**config.mk**
```make
export PLATFORM = sky130hd
export DESIGN_NAME = lru_page_replacement_top
export DESIGN_NICKNAME = d
export VERILOG_FILES = /design/src/rtl/lru_pkg.sv /design/src/rtl/lru_page_replacement_top.sv
export VERILOG_INCLUDE_DIRS = /design/src /design/src/rtl
export SDC_FILE = /design/constraint.sdc
export NUM_CORES = 1
export LEC_CHECK = 0
export CAP_MARGIN = 20
export CELL_PAD_IN_SITES_DETAIL_PLACEMENT = 0
export CELL_PAD_IN_SITES_GLOBAL_PLACEMENT = 2
export CORE_MARGIN = 4
export CORE_UTILIZATION = 39
export CTS_CLUSTER_DIAMETER = 60
export DETAILED_ROUTE_END_ITERATION = 16
export DONT_BUFFER_PORTS = 1
export PLACE_DENSITY_LB_ADDON = 0.1
export SKIP_LAST_GASP = 1
export SLEW_MARGIN = 20
export SYNTH_ARGS = -nofsm -noshare
export SYNTH_HDL_FRONTEND = slang
export SYNTH_SLANG_ARGS = --single-unit
```
**constraint.sdc**
```tcl
create_clock -name clk -period 5.43 [get_ports clk]
set_input_delay 0.2715 -clock clk [delete_from_list [all_inputs] [get_ports clk]]
set_output_delay 0.2715 -clock clk [all_outputs]
set_load 0.1 [all_outputs]
```
**src/rtl/assert_macros.svh**
```systemverilog
// assertion macros for the rtl files
// no dependencies; include by bare file name
`ifndef ASSERT_MACROS_SVH
`define ASSERT_MACROS_SVH

// property checked on every rising edge outside reset
`define ASSERT_CLK(label, prop, msg) \
  label: assert property (@(posedge clk) disable iff (!rst_n) (prop)) else $error(msg);

// condition that must never hold outside reset
`define ASSERT_NEVER(label, cond, msg) \
  label: assert property (@(posedge clk) disable iff (!rst_n) !(cond)) else $error(msg);

`endif

```
**src/rtl/lru_pkg.sv**
```systemverilog
// constants for the lru page replacement block
// no dependencies
package lru_pkg;

  localparam int MAX_FRAMES_DEF = 8;
  localparam int PAGE_BITS_DEF  = 16;
  localparam int FRAME_W        = 3;
  localparam int CFG_W          = 4;
  localparam int FAULT_W        = 32;
  localparam logic [CFG_W-1:0]   FRAMES_RESET = 4'd3;
  localparam logic [FAULT_W-1:0] FAULT_MAX    = {FAULT_W{1'b1}};

endpackage

```
**src/rtl/lru_page_replacement_top.sv**
```systemverilog
// lru page replacement: the whole block in one module
// depends on lru_pkg and assert_macros.svh
//
// usage
//   in_*  : one page reference per transfer, page number in in_tdata
//   out_* : one result per reference: hit flag, frame, evicted page and the
//           saturating fault total
//   cfg_* : frames_in_use, written while the block is idle; 0 acts as 1 and
//           values above MAX_FRAMES act as MAX_FRAMES
// timing
//   the reference sits in an input register; the frame search, victim
//   choice and rank update are one pass of parallel compares that writes
//   the result register, which drives out_tvalid
//   one reference per cycle sustained while out_tready is high, with every
//   frame tag compared in parallel against the registered page
// reset
//   all frames empty, ranks and fault total zero, frames_in_use 3
// stall
//   when out_tready is low the result holds and one more reference waits
//   in the input register; in_tready then falls until the result is taken
`include "assert_macros.svh"

module lru_page_replacement_top #(
  parameter int MAX_FRAMES = lru_pkg::MAX_FRAMES_DEF,
  parameter int PAGE_BITS  = lru_pkg::PAGE_BITS_DEF,
  localparam int IN_W  = ((PAGE_BITS + 7) / 8) * 8,
  localparam int OUT_W = ((PAGE_BITS + 37 + 7) / 8) * 8
) (
  input  logic                     clk,
  input  logic                     rst_n,
  input  logic                     cfg_wr_en,
  input  logic [lru_pkg::CFG_W-1:0] cfg_wr_data,
  input  logic                     in_tvalid,
  output logic                     in_tready,
  input  logic [IN_W-1:0]          in_tdata,   // page
  output logic                     out_tvalid,
  input  logic                     out_tready,
  output logic [OUT_W-1:0]         out_tdata   // hit, frame, evicted_valid, evicted_page, fault_count
);
  import lru_pkg::*;

  localparam int FW = $clog2(MAX_FRAMES);
  localparam int RW = $clog2(MAX_FRAMES);
  localparam logic [RW-1:0] RANK_MAX = RW'(MAX_FRAMES - 1);

  logic [CFG_W-1:0]     cfg_frames_r;
  logic                 s1_valid_r, s1_valid_nxt;
  logic [PAGE_BITS-1:0] s1_page_r;

  logic [PAGE_BITS-1:0] pages_r [MAX_FRAMES];
  logic [PAGE_BITS-1:0] pages_nxt [MAX_FRAMES];
  logic [MAX_FRAMES-1:0] valid_r, valid_nxt;
  logic [RW-1:0]        rank_r [MAX_FRAMES];
  logic [RW-1:0]        rank_nxt [MAX_FRAMES];
  logic [FAULT_W-1:0]   fault_r, fault_nxt;

  logic                 out_valid_r, out_valid_nxt;
  logic                 out_hit_r, out_ev_valid_r;
  logic [FRAME_W-1:0]   out_frame_r;
  logic [PAGE_BITS-1:0] out_ev_page_r;

  logic                 in_fire, advance, load;
  logic [MAX_FRAMES-1:0] part, match, empty, oldest;
  logic                 found, has_empty;
  logic [FW-1:0]        f_hit, f_empty, f_victim, f_sel;
  logic [RW-1:0]        limit;

  assign advance   = !out_valid_r || out_tready;
  assign in_tready = !s1_valid_r || advance;
  assign in_fire   = in_tvalid && in_tready;
  assign load      = s1_valid_r && advance;

  // frame search, empty search and victim choice
  always_comb begin
    for (int i = 0; i < MAX_FRAMES; i++) begin
      part[i]  = (i == 0) || (i < int'(cfg_frames_r));
      match[i] = part[i] && valid_r[i] && (pages_r[i] == s1_page_r);
      empty[i] = part[i] && !valid_r[i];
      oldest[i] = part[i];
      for (int j = 0; j < MAX_FRAMES; j++) begin
        if (part[j] && (rank_r[j] > rank_r[i])) begin
          oldest[i] = 1'b0;
        end
      end
    end
    found     = |match;
    has_empty = |empty;
    f_hit    = '0;
    f_empty  = '0;
    f_victim = '0;
    for (int i = MAX_FRAMES - 1; i >= 0; i--) begin
      if (match[i]) begin
        f_hit = FW'(i);
      end
      if (empty[i]) begin
        f_empty = FW'(i);
      end
      if (oldest[i]) begin
        f_victim = FW'(i);
      end
    end
    priority if (found) begin
      f_sel = f_hit;
    end else if (has_empty) begin
      f_sel = f_empty;
    end else begin
      f_sel = f_victim;
    end
    limit = rank_r[f_sel];
  end

  // state update
  always_comb begin
    pages_nxt     = pages_r;
    valid_nxt     = valid_r;
    rank_nxt      = rank_r;
    fault_nxt     = fault_r;
    out_valid_nxt = out_valid_r;
    s1_valid_nxt  = s1_valid_r;
    if (out_valid_r && out_tready) begin
      out_valid_nxt = 1'b0;
    end
    if (load) begin
      out_valid_nxt = 1'b1;
      s1_valid_nxt  = 1'b0;
      for (int i = 0; i < MAX_FRAMES; i++) begin
        if (part[i] && (FW'(i) != f_sel) && valid_r[i] && (rank_r[i] != RANK_MAX) &&
            (!found || (rank_r[i] < limit))) begin
          rank_nxt[i] = rank_r[i] + 1'b1;
        end
      end
      rank_nxt[f_sel] = '0;
      if (!found) begin
        pages_nxt[f_sel] = s1_page_r;
        valid_nxt[f_sel] = 1'b1;
        if (fault_r != FAULT_MAX) begin
          fault_nxt = fault_r + 1'b1;
        end
      end
    end
    if (in_fire) begin
      s1_valid_nxt = 1'b1;
    end
  end

  always_ff @(posedge clk) begin
    if (!rst_n) begin
      cfg_frames_r <= FRAMES_RESET;
      s1_valid_r   <= 1'b0;
      out_valid_r  <= 1'b0;
      valid_r      <= '0;
      fault_r      <= '0;
      for (int i = 0; i < MAX_FRAMES; i++) begin
        rank_r[i] <= '0;
      end
    end else begin
      if (cfg_wr_en) begin
        cfg_frames_r <= cfg_wr_data;
      end
      s1_valid_r  <= s1_valid_nxt;
      out_valid_r <= out_valid_nxt;
      valid_r     <= valid_nxt;
      fault_r     <= fault_nxt;
      rank_r      <= rank_nxt;
    end
  end

  // payload registers
  always_ff @(posedge clk) begin
    pages_r <= pages_nxt;
    if (in_fire) begin
      s1_page_r <= in_tdata[PAGE_BITS-1:0];
    end
    if (load) begin
      out_hit_r      <= found;
      out_frame_r    <= FRAME_W'(f_sel);
      out_ev_valid_r <= !found && !has_empty;
      out_ev_page_r  <= (!found && !has_empty) ? pages_r[f_victim] : '0;
    end
  end

  assign out_tvalid = out_valid_r;
  assign out_tdata  = OUT_W'({fault_r, out_ev_page_r, out_ev_valid_r, out_frame_r, out_hit_r});

  `ASSERT_NEVER(a_hit_no_evict, out_valid_r && out_hit_r && out_ev_valid_r, "hit with eviction")
  `ASSERT_CLK(a_fault_step, load && !found |=> (fault_r == $past(fault_r) + 1'b1) || ($past(fault_r) == FAULT_MAX), "fault count not advanced")
  `ASSERT_CLK(a_frame_filled, load |=> valid_r[$past(f_sel)] && (rank_r[$past(f_sel)] == '0), "chosen frame not resident and newest")

endmodule
```
==> flow_summary.toml, run 1 <==
[yosys]
syn_avg_cell_area_um2 = 10.9
ys_async_sr_fraction = 0
yosys_most_used_dff = "edfxtp_1"
synth_edf_count = 165
synth_area_mm2 = 0.0144
synthCells = 1327
seq_area_frac_synth = 0.440
synth_cell_type_count = 88
ys.warnings.count = 0
yosys_register_bits = 235

[die]
core_area_mm2 = 0.0366
die_area_mm2 = 0.0402
pin_count = 83
initial_core_util = 0.394
fp.dieW_um = 200
rows = 70
die_h_um = 200

[global_routing]
grtUsageTotal = 0.243
grt_max_degree = 49
grt_pass1_wl_um = 74000
first_global_vias = 11100
overflow = 0
antenna_found_initial = 4

[cts]
h-tree-depth = 1
numCtsBuffers = 29
clk_pin_slew_worst_paths_ns = 0.06
clock_path_buffers = 3
root_buffer = "clkbuf_16"
postCtsSetupBuffers = 0
cts_tree = "built"
cts.sinks = 235
clk_latency_ns = 0.58

[routing]
vias = 11400
firstDrtPassIters = 5
drc_errors = 0
routed_wl_um = 50000
drtAntennaViolNets = 0
via_per_inst = 5.99
drtIter0Drc = 858
wl_per_cell_um = 26.2

[setup_path]
worstSetupPathType = "reg2reg"
cp_cell_sequence = "inv_1 > ha_1 > nand3b_1 > and3_1 > a2111oi_0 > nand3_1 > a21o_1 > a211o_1 > nand2_2 > buf_4 > a21oi_1 > o211ai_1 > o21ai_0 > buf_4 > ha_1 > o22ai_1 > nand2_1 > nand2_1 > a21oi_1 > a211o_1 > a31o_2"
cp.arrival_ns = 5.48
cp-start-kind = "flop"
critPathSlowestCell = "dfxtp_1"
cp-end-kind = "flop"
crit_path_max_incr_delay_ns = 0.54
r2r_cells = 21
crit_required_ns = 5.91
crit_fanout = 11

[timing]
max_slew_margin = 0.241
fmax_ghz = 0.200
slew_viol_final = 0
post-route-period-util = 0.921
tns_ns = 0
finClkSkew_ns = 0.0119
period_minus_slack_ns = 5.00
hold_violations = 0
tightest_slew_ns = 1.14
rsz0062_at_grt = "no"
setup_viol = 0

[cells_and_area]
drive_gt1_frac = 0.145
syn_to_final_growth_pct = 16.4
final_cells = 1907
final_nets = 1547

[outcome]
status = "complete, no violations"

[job]
cap_violations = 0

[placement]
dp.cells = 1821
dp_hpwl_um = 36700
gp_congestion = 0.903
portBuffers = 0

[power_and_ir_drop]
p_leak_nw = 6.06
p_per_area_mw_per_mm2 = 271
ir_worst_vdd_v = 0.000384
total_power_mw = 4.55

[min_path]
hold_class = "in2reg"
whs_path_depth = 3
Yosys cell counts (7+ instances only):
library cell / number / area share
and2_1: 7 / 0.0030
nor4_1: 38 / 0.016
buf_2: 17 / 0.0059
o21ai_0: 41 / 0.014
nand4_1: 35 / 0.015
nor2b_1: 9 / 0.0039
a21oi_1: 58 / 0.020
o211ai_1: 11 / 0.0057
or3_1: 13 / 0.0056
o32ai_1: 10 / 0.0061
nand2b_1: 9 / 0.0039
mux4_2: 32 / 0.050
a32oi_1: 10 / 0.0061
nor3_1: 21 / 0.0073
ha_1: 109 / 0.094
dfxtp_1: 70 / 0.097
nor2_1: 84 / 0.022
a22o_1: 16 / 0.0097
a31oi_1: 11 / 0.0048
a21o_1: 7 / 0.0036
or4_1: 7 / 0.0036
nand3b_1: 25 / 0.013
and3_1: 19 / 0.0082
edfxtp_1: 165 / 0.34
inv_1: 42 / 0.011
clkbuf_1: 25 / 0.0065
o21a_1: 12 / 0.0062
nand2_1: 90 / 0.023
xor2_1: 102 / 0.062
xnor2_1: 49 / 0.030
nand3_1: 59 / 0.020
power breakdown:
group	internal (mW)	switching [mW]
clock network	1.37	0.818
registers	1.95	0.0955
logic	0.108	0.210
cell usage in the layout, fill, tap and decap left out, types with 6 or more instances in the layout:
cell / netlist / layout
nor2b_1: 9 / 9
nand3b_1: 25 / 25
o32ai_1: 10 / 10
nor2_2: 0 / 6
bufinv_16: 0 / 8
o21ai_0: 41 / 40
a21o_1: 7 / 7
xor2_1: 102 / 102
dlygate4sd3_1: 0 / 28
ha_1: 109 / 109
a21oi_1: 58 / 58
or4_1: 7 / 7
edfxtp_1: 165 / 165
a32oi_1: 10 / 10
mux4_2: 32 / 32
buf_4: 5 / 75
nor2_1: 84 / 78
a22o_1: 16 / 16
o21a_1: 12 / 12
nor3_1: 21 / 19
inv_1: 42 / 41
a211oi_1: 6 / 6
xnor2_1: 49 / 49
nor4_1: 38 / 38
o211ai_1: 11 / 11
and2_1: 7 / 7
nand4_1: 35 / 35
clkbuf_16: 0 / 29
and3_1: 19 / 19
dfxtp_1: 70 / 70
or3_1: 13 / 13
o22ai_1: 6 / 6
nand2b_1: 9 / 8
nand2_1: 90 / 90
nand3_1: 59 / 59
a31oi_1: 11 / 11
sequential cells by signal, indices dropped and copies added (netlist names), 3 cells and up:
name and flops:
s1_page_r 16, out_frame_r 3, cfg_frames_r 4, valid_r 8
rank_r 24, out_ev_page_r 16, pages_r 128, fault_r 32
worst paths after layout:
| check | endpoint | from | slack [ns] |
|---|---|---|---|
| worst max-delay path | rank_r[23] | rank_r[4] | 0.43 |
| worst max register to register | rank_r[23] | rank_r[4] | 0.43 |
| worst min register to register | valid_r[7] | valid_r[7] | 0.52 |
| worst min-delay path | rank_r[12] | rst_n | 0.08 |
worst max-delay path: cells and delay by family (launching register included):
| family | cells | cell delay, ns |
|---|---|---|
| simple gates | 6 | 0.92 |
| flops | 1 | 0.54 |
| compound gates | 10 | 2.17 |
| fa+ha+maj | 2 | 0.62 |
| buf+inv | 3 | 0.63 |
area by class of cell:
class | instances | area, um^2
tap | 468 | 586
fill | 3454 | 19800
multi-input combinational | 999 | 7730
sequential | 235 | 6360
clock inverter | 23 | 344
antenna | 3 | 7.51
inverter | 43 | 161
clock buffer | 31 | 733
timing repair buffer | 105 | 883
logic make-up after synthesis:
family,count (synthesis),synth area share
AOI/OAI and AO/OA,247,0.123
xor gates and xnor gates,151,0.0916
adders and majority gates,112,0.0968
buffers and inverters,95,0.0285
DFF,235,0.440
muxes,37,0.0534
other,1,0.000260
and+or+nand+nor,449,0.167
per-layer routing:
layer  vias up  part of all wire  track usage
met4         2             0.019       0.0516
li1       5250                 -            -
met3        57             0.083       0.0562
met1      5719              0.47        0.365
met2       389              0.42        0.360
met5         -           0.00034            0
what timing repair did:
item                       in CTS  in global routing
hold buffers                   29                  0
hold endpoints to repair       42                  0
setup endpoints to repair       0                 16
resized for setup               0                  5
stage by stage:
stage	hold WS (ns)	util	cell area (um^2)	setup slack (ns)
2_1_floorplan	0.370	-	14400	0.292
3_3_place_gp	0.336	0.421	15400	0.239
3_5_place_dp	0.342	0.421	15400	0.228
4_1_cts	0.0508	0.458	16800	0.208
5_1_grt	0.0870	0.459	16800	0.0413
6_report	0.0812	0.459	16800	0.429
Power figures use the tool's default switching activity.
==> run 2: changes to the inputs <==
--- a/config.mk
+++ b/config.mk
@@ -10,7 +10,7 @@
 export CELL_PAD_IN_SITES_DETAIL_PLACEMENT = 0
 export CELL_PAD_IN_SITES_GLOBAL_PLACEMENT = 2
 export CORE_MARGIN = 4
-export CORE_UTILIZATION = 39
+export CORE_UTILIZATION = 43
 export CTS_CLUSTER_DIAMETER = 60
 export DETAILED_ROUTE_END_ITERATION = 16
 export DONT_BUFFER_PORTS = 1
==> constraint.sdc (replaced) <==
create_clock -name clk -period 4.7 [get_ports clk]
set_input_delay 0.235 -clock clk [delete_from_list [all_inputs] [get_ports clk]]
set_output_delay 0.235 -clock clk [all_outputs]
set_load 0.1 [all_outputs]
==> run 2 against run 1 <==
Against the previous run: non-clock buffer count up 115; sequential power grew 14%; worst hold slack worse by 0.013 ns; highest routed layer is now met4.
==> flow_summary.toml, run 2 (synthesized netlist as in run 1, its figures left out) <==
[cells_and_area]
layout_commonest_cell = "buf_4"
final_cells = 1994
antennaDiodeCount = 0
largest_register = "pages_r"
multi_input_area_mm2 = 0.00780
drive_gt1_frac = 0.218
largest_register_ffs = 128
largestRegisters = "pages_r (128), fault_r (32), rank_r (24)"
final_nets = 1663
regArea_mm2 = 0.00636
nFillCells = 2974
syn_to_final_growth_pct = 22.4
final_cell_mix = "181 x buf_4, 165 x edfxtp_1, 109 x ha_1"

[cts]
clk_pin_slew_worst_paths_ns = 0.06
cts.sinks = 235
clock_path_buffers = 3
root_buffer = "clkbuf_16"
numCtsBuffers = 29
h-tree-depth = 1
cts_tree = "built"
clk_latency_ns = 0.57

[setup_path]
cp_top_family = "simple AND/OR/NAND/NOR gates"
crit_required_ns = 5.15
cpMostUsedCell = "buf_4"
worstReg2RegStart = "s1_page_r[15]"
cp_cell_sequence = "buf_4 > xor2_1 > or4_1 > nor4_2 > buf_4 > nor4_1 > buf_4 > o2111ai_4 > a211o_1 > nand2_1 > nor2_1 > a21oi_1 > o211ai_1 > o21ai_2 > buf_4 > buf_4 > ha_1 > buf_4 > nor3_2 > o21ai_2 > and3_1 > o221a_2"
r2r_end = "rank_r[18]"
critPathSlowestCell = "or4_1"
endpoint = "rank_r[18]"
worstSetupPathType = "reg2reg"
r2r_setup_slack_ns = 0.18
crit_path_max_incr_delay_ns = 0.49
crit_cells = 22
cp-end-kind = "flop"
cp-start-kind = "flop"
cp_num_buf_inv = 6
cp.arrival_ns = 4.98
crit_fanout = 15
r2r_cells = 22
startpoint = "s1_page_r[15]"

[timing]
slew_viol_final = 0
tns_ns = 0
fmax_ghz = 0.221
tightest_slew_ns = 1.04
setup_viol = 0
max_slew_margin = 0.307
finClkSkew_ns = 0.0245
hold_violations = 0
rsz0062_at_grt = "yes"
period_minus_slack_ns = 4.52
whs_ns = 0.0683
post-route-period-util = 0.962

[routing]
routed_wl_um = 49300
drtIter0Drc = 1019
via_per_inst = 5.96
vias = 11900
firstDrtPassIters = 5
drtAntennaViolNets = 0
drc_errors = 0
wl_per_cell_um = 24.7

[power_and_ir_drop]
seqPwrFrac = 0.467
p_per_area_mw_per_mm2 = 282
p_sw_mw = 1.29
p_leak_nw = 6.62
p_sw_frac = 0.259
ir_worst_vdd_v = 0.000292
combPwrFrac = 0.089
clkPwrFrac = 0.444
p_int_mw = 3.69

[die]
rows = 66
fp.dieW_um = 191
die_area_mm2 = 0.0366
initial_core_util = 0.439
die_h_um = 191
core_area_mm2 = 0.0329
pin_count = 83

[job]
cap_violations = 0

[placement]
dp_hpwl_um = 36500
gp_congestion = 0.944
dp.cells = 1895
portBuffers = 0

[global_routing]
grt_pass1_wl_um = 72400
first_global_vias = 11300
grtUsageTotal = 0.264
grt_max_degree = 37
antenna_found_initial = 0
overflow = 0

[outcome]
status = "complete, no violations"

[min_path]
hold_class = "in2reg"
## run 2: worst register-to-register path: stages, from the launching register on
cell       delay, ns
edfxtp_1        0.44
buf_4           0.23
xor2_1          0.19
or4_1           0.50
nor4_2          0.37
buf_4           0.19
nor4_1          0.05
buf_4           0.16
o2111ai_4       0.10
a211o_1         0.19
nand2_1         0.13
nor2_1          0.12
a21oi_1         0.06
o211ai_1        0.19
o21ai_2         0.14
buf_4           0.17
buf_4           0.13
ha_1            0.19
buf_4           0.14
nor3_2          0.21
o21ai_2         0.11
and3_1          0.19
o221a_2         0.21
## run 2: routing by layer
layer	up-vias	wire length, um	track usage
met2	460	21100	0.396
met5	-	0	0
li1	5495	-	-
met3	62	4100	0.0464
met4	0	963	0.0528
met1	5872	23200	0.404
## run 2: worst min-delay path by stage
stage               slack (ns)               to   startpoint  depth (start not counted)
CTS                       0.03       rank_r[12]        rst_n                          3
finish                    0.07       rank_r[12]        rst_n                          3
global route              0.08       rank_r[12]        rst_n                          3
global placement          0.30  cfg_frames_r[0]        rst_n                          1
floorplan                 0.33     s1_page_r[0]  in_tdata[0]                          0
detailed placement        0.31  cfg_frames_r[1]        rst_n                          1
## run 2: layout make-up
type	count	share of cell area
multi-input cells	1000	0.441
flip-flops and latches	235	0.360
repair buffers	220	0.105
clock buffers	35	0.0435
well taps	442	0.0313
clock inverters	19	0.00991
inverters	43	0.00934
## run 2: power groups by stage
| stage | logic [mW] | registers, mW | clock network (mW) |
|---|---|---|---|
| after floorplan | 0.230 | 2.37 | 0 |
| after detailed placement | 0.390 | 2.37 | 0 |
| after global routing | 0.465 | 2.33 | 2.35 |
| final | 0.441 | 2.33 | 2.21 |
| after CTS | 0.419 | 2.33 | 2.25 |
| after global placement | 0.391 | 2.37 | 0 |
## run 2: repair_timing
item                                    in CTS  in global routing
pin swaps                                    0                  9
gates resized for setup                      1                 30
endpoints found under the hold margin       42                  0
endpoints found under the setup margin       6                 24
hold buffers                                29                  0
setup buffers                                0                 15
gates cloned                                 0                  1
## run 2: through the flow
step	area [um^2]	total power [mW]	util	setup WS (ns)
5_1_grt	17700	5.15	0.538	-0.0549
3_3_place_gp	16200	2.76	0.493	0.0457
2_1_floorplan	14500	2.60	-	0.00254
3_5_place_dp	16200	2.76	0.493	-0.00769
6_report	17700	4.98	0.538	0.179
4_1_cts	17500	5.00	0.531	0.0283
